### src/design/jsu_pkg.sv
package jsu_pkg;

  localparam int unsigned MAX_CAPACITY_DEF = 4096;
  localparam int unsigned CAP_W            = 13;
  localparam int unsigned LEN_W            = 12;
  localparam int unsigned LIMIT_W          = 17;
  localparam logic [CAP_W-1:0] CAP_RESET   = 13'd513;
  localparam logic [LIMIT_W-1:0] LEN_MAX   = 17'd4095;

  // byte slots of one queued request: 'u' plus three held digits plus the current byte
  localparam int unsigned SLOTS       = 5;
  localparam int unsigned SLOT_W      = 3;
  localparam int unsigned QUEUE_DEPTH = 4;

  localparam logic [7:0] CH_QUOTE  = 8'h22;
  localparam logic [7:0] CH_BSLASH = 8'h5C;
  localparam logic [7:0] CH_SPACE  = 8'h20;
  localparam logic [7:0] CH_TAB    = 8'h09;
  localparam logic [7:0] CH_LF     = 8'h0A;
  localparam logic [7:0] CH_CR     = 8'h0D;
  localparam logic [7:0] CH_LOW_N  = 8'h6E;
  localparam logic [7:0] CH_LOW_R  = 8'h72;
  localparam logic [7:0] CH_LOW_T  = 8'h74;
  localparam logic [7:0] CH_LOW_U  = 8'h75;

  typedef struct packed {
    logic [SLOTS-1:0][7:0] bytes;
    logic [SLOT_W-1:0]     n_bytes;
    logic                  done;
    logic                  found;
    logic [LEN_W-1:0]      length;
  } jsu_cmd_t;

  typedef struct packed {
    logic       bad;
    logic [3:0] val;
  } hex_t;

  function automatic hex_t hex_of(logic [7:0] c);
    hex_t h;
    h.bad = 1'b0;
    h.val = 4'd0;
    if (c >= 8'h30 && c <= 8'h39) begin
      h.val = 4'(c - 8'h30);
    end else if (c >= 8'h61 && c <= 8'h66) begin
      h.val = 4'(c - 8'h57);
    end else if (c >= 8'h41 && c <= 8'h46) begin
      h.val = 4'(c - 8'h37);
    end else begin
      h.bad = 1'b1;
    end
    return h;
  endfunction

  // largest number of bytes stored for a given capacity
  function automatic logic [LEN_W-1:0] limit_of(logic [CAP_W-1:0] cap, int unsigned max_cap);
    logic [LIMIT_W-1:0] c;
    logic [LIMIT_W-1:0] m;
    c = LIMIT_W'(cap);
    m = LIMIT_W'(max_cap);
    if (c == '0) c = LIMIT_W'(1);
    if (c > m) c = m;
    c = c - LIMIT_W'(1);
    if (c > LEN_MAX) c = LEN_MAX;
    return c[LEN_W-1:0];
  endfunction

endpackage

### src/design/jsu_ifs.sv
interface jsu_item_if;
  logic       valid;
  logic       ready;
  logic [7:0] in_byte;
  logic       line_end;
  modport source(output valid, output in_byte, output line_end, input ready);
  modport sink(input valid, input in_byte, input line_end, output ready);
endinterface

interface jsu_result_if;
  logic        valid;
  logic        ready;
  logic [7:0]  out_byte;
  logic        is_done;
  logic        string_found;
  logic [11:0] length;
  logic        last_of_run;
  modport source(output valid, output out_byte, output is_done, output string_found,
                 output length, output last_of_run, input ready);
  modport sink(input valid, input out_byte, input is_done, input string_found,
               input length, input last_of_run, output ready);
endinterface

interface jsu_cfg_if;
  logic        valid;
  logic        ready;
  logic [12:0] data;
  modport source(output valid, output data, input ready);
  modport sink(input valid, input data, output ready);
endinterface

### src/design/jsu_front.sv
module jsu_front #(
  parameter int unsigned MAX_CAPACITY = jsu_pkg::MAX_CAPACITY_DEF
) (
  input  logic              clk,
  input  logic              rst,
  jsu_item_if.sink          item,
  jsu_cfg_if.sink           cfg,
  input  logic              full,
  output logic              push,
  output jsu_pkg::jsu_cmd_t cmd
);
  import jsu_pkg::*;

  typedef enum logic [4:0] {
    PH_IDLE = 5'b00001,
    PH_STR  = 5'b00010,
    PH_ESC  = 5'b00100,
    PH_HEX  = 5'b01000,
    PH_DONE = 5'b10000
  } phase_t;

  phase_t           phase, phase_next;
  logic [2:0][7:0]  hex_digits, hex_digits_next;
  logic [1:0]       hex_count, hex_count_next;
  logic [3:0]       hex_value, hex_value_next;
  logic [LEN_W-1:0] out_count, out_count_next;
  logic [LEN_W-1:0] limit;

  logic [SLOTS-1:0][7:0] att;
  logic [SLOT_W-1:0]     att_n;
  logic [SLOT_W-1:0]     n_store;
  logic [LEN_W-1:0]      room;
  logic [LEN_W-1:0]      oc_after;
  logic                  str_byte;
  logic                  done;
  logic                  found;
  logic                  accept;
  logic [7:0]            b;
  logic                  last;
  hex_t                  hx;

  assign item.ready = !full;
  assign cfg.ready  = 1'b1;
  assign accept     = item.valid && item.ready;
  assign b          = item.in_byte;
  assign last       = item.line_end;
  assign hx         = hex_of(b);

  always_comb begin
    phase_next      = phase;
    hex_digits_next = hex_digits;
    hex_count_next  = hex_count;
    hex_value_next  = hex_value;
    att             = '0;
    att_n           = '0;
    str_byte        = 1'b0;
    done            = 1'b0;
    found           = 1'b0;

    unique case (phase)
      PH_IDLE: begin
        if (b == CH_SPACE || b == CH_TAB) begin
          phase_next = PH_IDLE;
        end else if (b == CH_QUOTE) begin
          phase_next = PH_STR;
        end else begin
          done       = 1'b1;
          phase_next = PH_DONE;
        end
      end
      PH_STR: begin
        str_byte = 1'b1;
      end
      PH_ESC: begin
        phase_next = PH_STR;
        att_n      = SLOT_W'(1);
        if (b == CH_LOW_N) begin
          att[0] = CH_LF;
        end else if (b == CH_LOW_R) begin
          att[0] = CH_CR;
        end else if (b == CH_LOW_T) begin
          att[0] = CH_TAB;
        end else if (b == CH_LOW_U && !last) begin
          att_n          = '0;
          phase_next     = PH_HEX;
          hex_count_next = '0;
          hex_value_next = '0;
        end else begin
          att[0] = b;
        end
      end
      PH_HEX: begin
        if (!hx.bad && hex_count == 2'd3) begin
          att[0]     = {hex_value, hx.val};
          att_n      = SLOT_W'(1);
          phase_next = PH_STR;
        end else if (!hx.bad && !last) begin
          hex_digits_next[hex_count] = b;
          hex_value_next             = hx.val;
          hex_count_next             = hex_count + 2'd1;
        end else begin
          // replay the escape as literal text, then treat this byte as a plain one
          phase_next     = PH_STR;
          att[0]         = CH_LOW_U;
          att[1]         = hex_digits[0];
          att[2]         = hex_digits[1];
          att[3]         = hex_digits[2];
          att_n          = SLOT_W'(1) + SLOT_W'(hex_count);
          hex_count_next = '0;
          hex_value_next = '0;
          str_byte       = 1'b1;
        end
      end
      PH_DONE: begin
        phase_next = PH_DONE;
      end
      default: begin
        phase_next = PH_IDLE;
      end
    endcase

    if (str_byte) begin
      if (b == CH_QUOTE) begin
        done       = 1'b1;
        found      = 1'b1;
        phase_next = PH_DONE;
      end else if (b == CH_BSLASH && !last) begin
        phase_next = PH_ESC;
      end else begin
        att[att_n] = b;
        att_n      = att_n + SLOT_W'(1);
      end
    end

    if (last) begin
      if (phase_next != PH_DONE) begin
        done  = 1'b1;
        found = (phase_next != PH_IDLE);
      end
      phase_next     = PH_IDLE;
      hex_count_next = '0;
      hex_value_next = '0;
    end
  end

  // stores beyond the limit are dropped
  always_comb begin
    room     = (out_count < limit) ? (limit - out_count) : '0;
    n_store  = (room < LEN_W'(att_n)) ? room[SLOT_W-1:0] : att_n;
    oc_after = out_count + LEN_W'(n_store);
    if (phase == PH_IDLE || last) begin
      out_count_next = '0;
    end else begin
      out_count_next = oc_after;
    end
  end

  assign push        = accept && (n_store != '0 || done);
  assign cmd.bytes   = att;
  assign cmd.n_bytes = n_store;
  assign cmd.done    = done;
  assign cmd.found   = found;
  assign cmd.length  = oc_after;

  always_ff @(posedge clk) begin
    if (rst) begin
      phase     <= PH_IDLE;
      hex_count <= '0;
      hex_value <= '0;
      out_count <= '0;
      limit     <= limit_of(CAP_RESET, MAX_CAPACITY);
    end else begin
      if (accept) begin
        phase      <= phase_next;
        hex_count  <= hex_count_next;
        hex_value  <= hex_value_next;
        out_count  <= out_count_next;
      end
      if (cfg.valid && cfg.ready) begin
        limit <= limit_of(cfg.data, MAX_CAPACITY);
      end
    end
  end

  always_ff @(posedge clk) begin
    if (accept) begin
      hex_digits <= hex_digits_next;
    end
  end

endmodule

### src/design/jsu_fifo.sv
module jsu_fifo (
  input  logic              clk,
  input  logic              rst,
  input  logic              push,
  input  jsu_pkg::jsu_cmd_t wr_cmd,
  input  logic              pop,
  output logic              full,
  output logic              nonempty,
  output jsu_pkg::jsu_cmd_t rd_cmd
);
  import jsu_pkg::*;

  localparam int unsigned PW = $clog2(QUEUE_DEPTH);

  jsu_cmd_t         slots [QUEUE_DEPTH];
  logic [PW-1:0]    wr_ptr;
  logic [PW-1:0]    rd_ptr;
  logic [PW:0]      count;

  assign full     = (count == (PW+1)'(QUEUE_DEPTH));
  assign nonempty = (count != '0);
  assign rd_cmd   = slots[rd_ptr];

  always_ff @(posedge clk) begin
    if (rst) begin
      wr_ptr <= '0;
      rd_ptr <= '0;
      count  <= '0;
    end else begin
      if (push) wr_ptr <= wr_ptr + PW'(1);
      if (pop) rd_ptr <= rd_ptr + PW'(1);
      if (push && !pop) begin
        count <= count + (PW+1)'(1);
      end else if (pop && !push) begin
        count <= count - (PW+1)'(1);
      end
    end
  end

  always_ff @(posedge clk) begin
    if (push) slots[wr_ptr] <= wr_cmd;
  end

endmodule

### src/design/jsu_back.sv
module jsu_back (
  input  logic              clk,
  input  logic              rst,
  input  logic              q_valid,
  input  jsu_pkg::jsu_cmd_t q_cmd,
  output logic              pop,
  jsu_result_if.source      result
);
  import jsu_pkg::*;

  jsu_cmd_t cur;
  logic     cur_valid;
  logic     is_byte;
  logic     fin;
  logic     take;

  assign is_byte = (cur.n_bytes != '0);
  assign fin     = is_byte ? (cur.n_bytes == SLOT_W'(1) && !cur.done) : 1'b1;
  assign take    = result.valid && result.ready;
  assign pop     = q_valid && (!cur_valid || (take && fin));

  assign result.valid        = cur_valid;
  assign result.out_byte     = is_byte ? cur.bytes[0] : 8'h00;
  assign result.is_done      = !is_byte;
  assign result.string_found = is_byte ? 1'b0 : cur.found;
  assign result.length       = is_byte ? '0 : cur.length;
  assign result.last_of_run  = fin;

  always_ff @(posedge clk) begin
    if (rst) begin
      cur_valid <= 1'b0;
    end else if (pop) begin
      cur_valid <= 1'b1;
    end else if (take && fin) begin
      cur_valid <= 1'b0;
    end
  end

  // advance through the byte slots, then the done result
  always_ff @(posedge clk) begin
    if (pop) begin
      cur <= q_cmd;
    end else if (take && !fin) begin
      cur.bytes   <= cur.bytes >> 8;
      cur.n_bytes <= cur.n_bytes - SLOT_W'(1);
    end
  end

endmodule

### src/design/json_string_unescape.sv
// Streaming JSON string decoder: one raw byte of the text after a key's colon is taken
// per request, with line_end on the final byte, and decoded bytes come out one per
// request followed by a done result that carries the length and the found flag. A new
// input byte can be taken every cycle while the queue is not full; a four-entry queue
// between decoder and output stage absorbs the bursts of a byte that yields several
// results (a failed \u escape replays up to five bytes plus done) before input ready
// drops. Output sets the rate: one result per cycle while result ready is high. The user
// must write the capacity register only while no line is in flight; the block won't check.
module json_string_unescape #(
  parameter int unsigned MAX_CAPACITY = jsu_pkg::MAX_CAPACITY_DEF
) (
  input  logic         clk,
  input  logic         rst,
  jsu_item_if.sink     item,
  jsu_cfg_if.sink      cfg,
  jsu_result_if.source result
);
  import jsu_pkg::*;

  jsu_cmd_t front_cmd;
  jsu_cmd_t head_cmd;
  logic     push;
  logic     pop;
  logic     full;
  logic     nonempty;

  jsu_front #(
    .MAX_CAPACITY(MAX_CAPACITY)
  ) u_front (
    .clk (clk),
    .rst (rst),
    .item(item),
    .cfg (cfg),
    .full(full),
    .push(push),
    .cmd (front_cmd)
  );

  jsu_fifo u_fifo (
    .clk     (clk),
    .rst     (rst),
    .push    (push),
    .wr_cmd  (front_cmd),
    .pop     (pop),
    .full    (full),
    .nonempty(nonempty),
    .rd_cmd  (head_cmd)
  );

  jsu_back u_back (
    .clk    (clk),
    .rst    (rst),
    .q_valid(nonempty),
    .q_cmd  (head_cmd),
    .pop    (pop),
    .result (result)
  );

endmodule

### src/flat_wrapper.sv
// flat-port wrapper written by rule: the top's interface ports become plain ports
module json_string_unescape_flat import jsu_pkg::*;
#(
  parameter int unsigned MAX_CAPACITY = jsu_pkg::MAX_CAPACITY_DEF
)
  (clk, rst, item_valid, item_in_byte, item_line_end, item_ready, cfg_valid, cfg_data, cfg_ready, result_valid, result_out_byte, result_is_done, result_string_found, result_length, result_last_of_run, result_ready);
  jsu_item_if item_i ();
  jsu_cfg_if cfg_i ();
  jsu_result_if result_i ();
  input  logic clk;
  input  logic rst;
  input wire logic [$bits(item_i.valid)-1:0] item_valid;
  input wire logic [$bits(item_i.in_byte)-1:0] item_in_byte;
  input wire logic [$bits(item_i.line_end)-1:0] item_line_end;
  output wire logic [$bits(item_i.ready)-1:0] item_ready;
  input wire logic [$bits(cfg_i.valid)-1:0] cfg_valid;
  input wire logic [$bits(cfg_i.data)-1:0] cfg_data;
  output wire logic [$bits(cfg_i.ready)-1:0] cfg_ready;
  output wire logic [$bits(result_i.valid)-1:0] result_valid;
  output wire logic [$bits(result_i.out_byte)-1:0] result_out_byte;
  output wire logic [$bits(result_i.is_done)-1:0] result_is_done;
  output wire logic [$bits(result_i.string_found)-1:0] result_string_found;
  output wire logic [$bits(result_i.length)-1:0] result_length;
  output wire logic [$bits(result_i.last_of_run)-1:0] result_last_of_run;
  input wire logic [$bits(result_i.ready)-1:0] result_ready;
  assign item_i.valid = item_valid;
  assign item_i.in_byte = item_in_byte;
  assign item_i.line_end = item_line_end;
  assign item_ready = item_i.ready;
  assign cfg_i.valid = cfg_valid;
  assign cfg_i.data = cfg_data;
  assign cfg_ready = cfg_i.ready;
  assign result_valid = result_i.valid;
  assign result_out_byte = result_i.out_byte;
  assign result_is_done = result_i.is_done;
  assign result_string_found = result_i.string_found;
  assign result_length = result_i.length;
  assign result_last_of_run = result_i.last_of_run;
  assign result_i.ready = result_ready;
  json_string_unescape #(.MAX_CAPACITY(MAX_CAPACITY)) u_core (.clk(clk), .rst(rst), .item(item_i), .cfg(cfg_i), .result(result_i));
endmodule
### config.mk
export PLATFORM = sky130hd
export DESIGN_NAME = json_string_unescape_flat
export DESIGN_NICKNAME = d
export VERILOG_FILES = /design/src/design/jsu_pkg.sv /design/src/design/jsu_ifs.sv /design/src/design/jsu_front.sv /design/src/design/jsu_fifo.sv /design/src/design/jsu_back.sv /design/src/design/json_string_unescape.sv /design/src/flat_wrapper.sv
export SDC_FILE = /design/constraint.sdc
export NUM_CORES = 1
export LEC_CHECK = 0
export ABC_CLOCK_PERIOD_IN_PS = 7170
export BUFFER_PORTS_ARGS = -buffer_cell sky130_fd_sc_hd__clkbuf_2
export CELL_PAD_IN_SITES_DETAIL_PLACEMENT = 0
export CELL_PAD_IN_SITES_GLOBAL_PLACEMENT = 1
export CORE_ASPECT_RATIO = 1.4
export CORE_MARGIN = 4
export CORE_UTILIZATION = 47
export DETAILED_ROUTE_END_ITERATION = 10
export GPL_TIMING_DRIVEN = 1
export PLACE_DENSITY = 0.83
export RECOVER_POWER = 25
export SLEW_MARGIN = 20
export SYNTH_ARGS = -nofsm -noshare
export SYNTH_HDL_FRONTEND = slang
export SYNTH_SLANG_ARGS = --single-unit
### constraint.sdc
create_clock -name clk -period 7.17 [get_ports clk]
set_input_delay 1.434 -clock clk [delete_from_list [all_inputs] [get_ports clk]]
set_output_delay 1.434 -clock clk [all_outputs]
set_load 0.03 [all_outputs]
Yosys cells after proc, flatten, opt, wreduce, memory -nomap -nowiden
Memories as Yosys holds them, arrays and structs flattened. A register that Yosys moved wholly into a read port is not among the register bits. Index checks and enable logic that the tools add are counted.

Register bits: 124. RAM bits: 228. Logic and storage cells: 216. Bits of input ports: 27. Memories kept: 1. Output and inout port bits: 26.

Memories: u_core.u_fifo.slots (words 4, bits a word 57, rd ports 1, clocked after memory_dff 1, wr ports 1, RTL line jsu_fifo.sv:15) `jsu_cmd_t slots [QUEUE_DEPTH];`.

Equality and inequality tests: 23. Mux-type cells: 101. Add/sub/neg operators: 14. Bitwise logic cells: 1. Reduce and logical (&&, ||, !) cells: 41. Magnitude comparators: 14.

Operators with widths (count): $mux 40 (3); $mux 43 (2); $mux 17 (5); $mux 8 (8); $mux 4 (14); $mux 12 (4); $mux 24 (2); $bwmux 40 (1); $eq 8x7->1 const B (5); $mux 5 (8); $mux 3 (11); $mux 32 (1); $pmux 5 s5 (1); $bwmux 24 (1); $demux 8 s3 (1); $mux 1 (23); $logic_and 1x1->1 (18); $mux 2 (9); $gt 17x12->1 const B (1); $gt 17x13->1 const B (1); $sub 17x1->17 const B (1); $demux 8 s2 (1); $eq 8x6->1 const B (2); $ge 8x7->1 const B (2); 43 further kinds (69).

Logic depth before layout (Yosys ltp)
Depth in word-level cells: 23. Gate-level depth with buffers: 33. Depth with buffers taken out: 31.

Cells and area by module
Synthesis repeated with hierarchy kept, for this count alone.

Cell total of the unflattened synthesis: 1171. Area, all modules: 16175.5 µm².

By module, submodules not included: jsu_fifo (cells each 341, times used 1, area each 8648.3 µm², sequential area each 7026.7 µm²); jsu_front (cells each 599, times used 1, area each 4733.3 µm², sequential area each 1421.4 µm²); jsu_back (cells each 231, times used 1, area each 2793.9 µm², sequential area each 1731.7 µm²).

Worst setup path after synthesis
No wires, ideal clock.

Path kind: input to register. From: input port item_in_byte[0]. To: register u_core.u_front.out_count[11]. Data required time: 7.105 ns. Library setup time: 0.065 ns. Cell stages on the path: 32. Path slack: -0.300 ns. Path buffers: 2. Arrival time: 7.405 ns. Path through: clkbuf_1 inv_1 ha_1 or3b_1 and3_1 buf_2 o21ai_0 or2_2 o311a_2 inv_1 ha_1 nand2_1 xnor2_1 inv_1 ha_1 a21oi_1 nand3_1 a211oi_1 o2111ai_1 a311o_1 o32a_1 nor2_1 o21ai_0 ha_1 a21oi_1 nand2_1 nand2_1 nor4_1 nand3_1 xnor2_1 a22oi_1 nor2_1.

RTL lines: start: declaration (RTL line flat_wrapper.sv:13) `input wire logic [$bits(item_i.in_byte)-1:0] item_in_byte;`; end signal: assignment (RTL line jsu_front.sv:177) `out_count <= out_count_next;`; end: declaration (RTL line jsu_front.sv:26) `logic [LEN_W-1:0] out_count, out_count_next;`.

==> results by group <==
Synthesis
  – Top post-synthesis cells by area: edfxtp_1 (59%), mux4_2 (8.1%), dfxtp_1 (5.7%)
  – Post-synth EDFFs: 309
  – Post-synth cell types: 66
  – Synth top area share: 58.7%
  – Async SR Flop Fraction: 0%
  – Sequential area share after synthesis: 64.4%
  – Main synth FF type: edfxtp_1
  – Gate Count Post-Synth: 1110
  – Synthesized area: 15800 um2
  – Synth area leader: edfxtp_1
  – Flops & latches, synth: 354
  – Avg Cell Area, Syn: 14.2 um2
  – Syn nets: 1176
  – Yosys warns: 0

STA
  – Worst-Margin Slew: 2.94 ns
  – Setup violators final: 0
  – Max-slew headroom: -96.3%
  – Final Skew: 0.0333 ns
  – Crit share post-route: 92.4%
  – Unrepaired setup endpoints after global routing: no
  – Max Fclk: 0.151 GHz
  – Min Tclk post-route: 6.62 ns
  – Final worst slack: 0.548 ns
  – Pins over their slew limit: 156
  – Final Hold Viols: 0
  – Hold WS: 0.452 ns
  – Setup TNS: 0 ns

Outcome
  – Status: complete, but fails checks
  – Failing checks: capacitance limit, slew limit

Critical path
  – R2R Setup Slk: 1.47 ns
  – R2R depth: 27
  – Buf+Inv Stages, Crit Path: 5
  – Crit path max-delay family: simple AND/OR/NAND/NOR gates
  – Crit end category: register
  – Worst reg2reg startpoint: u_core.u_front.phase[1]$_SDFFE_PP0P_
  – Setup CP Type: primary input to register
  – Startpoint types: primary input
  – Worst path required time: 7.62 ns
  – Worst-path maximum fanout: 6
  – Reg2reg end: u_core.u_front.out_count[6]$_SDFFE_PP0P_
  – Arrival time worst endpoint: 7.07 ns
  – Slowest stage delay, CP: 0.40 ns
  – Slowest cell on the critical path: o32a_1

CTS
  – Clk sinks: 354
  – TritonCTS clock tree: done
  – Hold_buf cts: 0
  – Clk Latency, worst-skew pair: 0.53 ns
  – H-tree levels: 2
  – CTS root buf: clkbuf_16
  – Num CTS Buffers: 34
  – Max clock buf depth: 3
  – Worst-path clk slew: 0.06 ns

Place
  – HPWL after detailed placement: 22800 um
  – Placed cell areas: 17000 um2
  – Placer Congestion: 0.895
  – IO Port Bufs: 51
  – Placement Setup Slack: -0.0470 ns
  – Inst Count DP: 1614

Finish
  – Commonest cells after routing, fill and taps aside: edfxtp_1 (309), nand2_1 (81), nor2_1 (77)
  – Core Util, Final: 54.1%
  – Most common cell after layout, fill and taps aside: edfxtp_1
  – Register area: 10200 um2
  – Layout net count: 1271
  – # diodes: 0
  – Multi-input gate area: 5360 um2
  – Final Cell Area: 18000 um2
  – Filler Cells Inserted: 2747
  – Ratio of cells with drive above 1 in the final layout: 19.7%
  – Synthesis-to-finish area growth: 13.8%
  – Final Non-Filler Cells: 1674

Global routing
  – Grt ovf: 0
  – Antenna violations before repair: 0
  – First-pass GRT wire length: 54300 um
  – Total Routing Usage GR: 19.0%
  – Pin count of the biggest net entering global routing: 58
  – Vias in the first global route: 9832

Floorplanning
  – Initial Util: 47.6%
  – Top Ports: 53
  – Die width: 163 um
  – Die Y: 225 um
  – Total Die Area: 36600 um2
  – Std-Cell Rows: 79
  – Core ar.: 33200 um2

Worst hold path
  – Worst Hold Launch: u_core.u_front.out_count[7]$_SDFFE_PP0P_
  – Worst Hold Endpoint: u_core.u_front.out_count[7]$_SDFFE_PP0P_
  – Worst min path class: register to register
  – WHS Path Cells: 2

Detailed routing
  – Antenna Nets Post-Route: 0
  – WL/cell: 20.5 um
  – Vias post-DR: 9566
  – Iteration-0 DRC Markers: 710
  – Vias/cell: 5.71
  – Residual DRC count: 0
  – Total wire length: 34300 um
  – First-pass iteration count of the detailed router: 5

Power
  – Total power: 5.99 mW
  – Comb pwr share: 24.1%
  – Clock network fraction of design power: 28.4%
  – Pint: 4.30 mW
  – Seq pwr share: 47.5%
  – Max VDD drop: 0.198 mV
  – Net Sw Frac: 28.1%
  – Leak Pwr: 6.12 nW
  – Pwr Density: 333 nW/um2
  – P_sw: 1.68 mW

Run
  – Max Cap Viol: 4
==> cells by family after synthesis <==
kind of cell | share of synthesized area (%)
AO/OA/AOI/OAI | 7.04
AND/OR/NAND/NOR | 10.3
flip-flops | 64.4
buffers and inverters | 2.11
multiplexers | 11.2
XOR/XNOR | 1.61
other | 0.0237
adder cells (fa/ha/maj) | 3.23
==> per-layer routing <==
| metal | GRT usage, % | vias to the layer above | part of all wire, % |
|---|---|---|---|
| met5 | 0 | - | 0 |
| met4 | 7.77 | 0 | 4.0 |
| met3 | 2.29 | 83 | 4.0 |
| met2 | 34.9 | 268 | 54 |
| met1 | 22.7 | 4795 | 38 |
| li1 | - | 4420 | - |
==> worst max-delay path by stage <==
| stage | start | endpoint | slack (ns) | depth (start not counted) |
|---|---|---|---|---|
| 6_report | item_in_byte[0] | u_core.u_front.out_count[6]$_SDFFE_PP0P_ | 0.55 | 31 |
| 5_1_grt | item_in_byte[1] | u_core.u_front.out_count[6]$_SDFFE_PP0P_ | 0.04 | 30 |
| 4_1_cts | item_in_byte[0] | u_core.u_front.out_count[6]$_SDFFE_PP0P_ | 0.45 | 30 |
| 3_5_place_dp | item_in_byte[0] | u_core.u_front.out_count[6]$_SDFFE_PP0P_ | -0.05 | 30 |
| 3_3_place_gp | item_in_byte[0] | u_core.u_front.out_count[6]$_SDFFE_PP0P_ | 0.14 | 31 |
| 2_1_floorplan | item_in_byte[0] | u_core.u_front.out_count[10]$_SDFFE_PP0P_ | 0.06 | 32 |
==> synthesized netlist by cell type, types with 3 or more instances <==
library cell,instances
a211oi_1,11
a21o_1,5
a21oi_1,47
a22o_1,8
a22oi_1,11
a311oi_1,3
a31oi_1,5
and2_1,38
and3_1,10
buf_1,8
buf_2,3
clkbuf_1,34
dfxtp_1,45
edfxtp_1,309
fa_1,3
ha_1,36
inv_1,41
mux2_2,35
mux2i_1,9
mux4_2,57
nand2_1,81
nand2b_1,5
nand3_1,20
nand3b_1,7
nand4_1,4
nor2_1,78
nor2b_1,20
nor3_1,25
nor3b_1,4
nor4_1,8
nor4b_1,3
o211ai_1,3
o21ai_0,58
o22ai_1,3
or3_1,7
xnor2_1,22
xor2_1,7
==> area by class of cell <==
cell class | count | area share [%]
Inverter | 41 | 0.856
Tap cell | 445 | 3.10
Clock inverter | 14 | 0.773
Timing Repair Buffer | 105 | 3.80
Clock buffer | 46 | 5.04
Sequential cell | 354 | 56.6
Multi-Input combinational cell | 669 | 29.8
==> power groups by stage <==
stage / clock network (mW) / registers (mW) / logic (mW)
2_1_floorplan: 0 / 2.82 / 1.07
3_3_place_gp: 0 / 2.87 / 1.44
3_5_place_dp: 0 / 2.88 / 1.47
4_1_cts: 1.73 / 2.84 / 1.48
5_1_grt: 1.82 / 2.88 / 1.58
6_report: 1.70 / 2.84 / 1.45
==> timing repair <==
item | in CTS | in global routing
endpoints found under the setup margin | 0 | 7
setup buffers | 0 | 0
resized for setup | 0 | 5
==> worst min-delay path, stage by stage, from the launching register on <==
cell	delay (ns)
dfxtp_1	0.31
nand2_1	0.05
a21oi_1	0.05
==> flip-flops by register name (all words and copies together) (netlist names), named ones only <==
signal and count:
u_core.u_front.hex_value 4, u_core.u_front.out_count 12, u_core.u_front.hex_digits 24, u_core.u_front.phase 5
u_core.u_back.cur 57, u_core.u_back.result.valid 1, u_core.u_front.limit 12, u_core.u_fifo.wr_ptr 2
u_core.u_fifo.count 3, u_core.u_front.hex_count 2, u_core.u_fifo.rd_ptr 2, u_core.u_fifo.slots 228
Note: power is estimated with default switching activity, not from simulation.
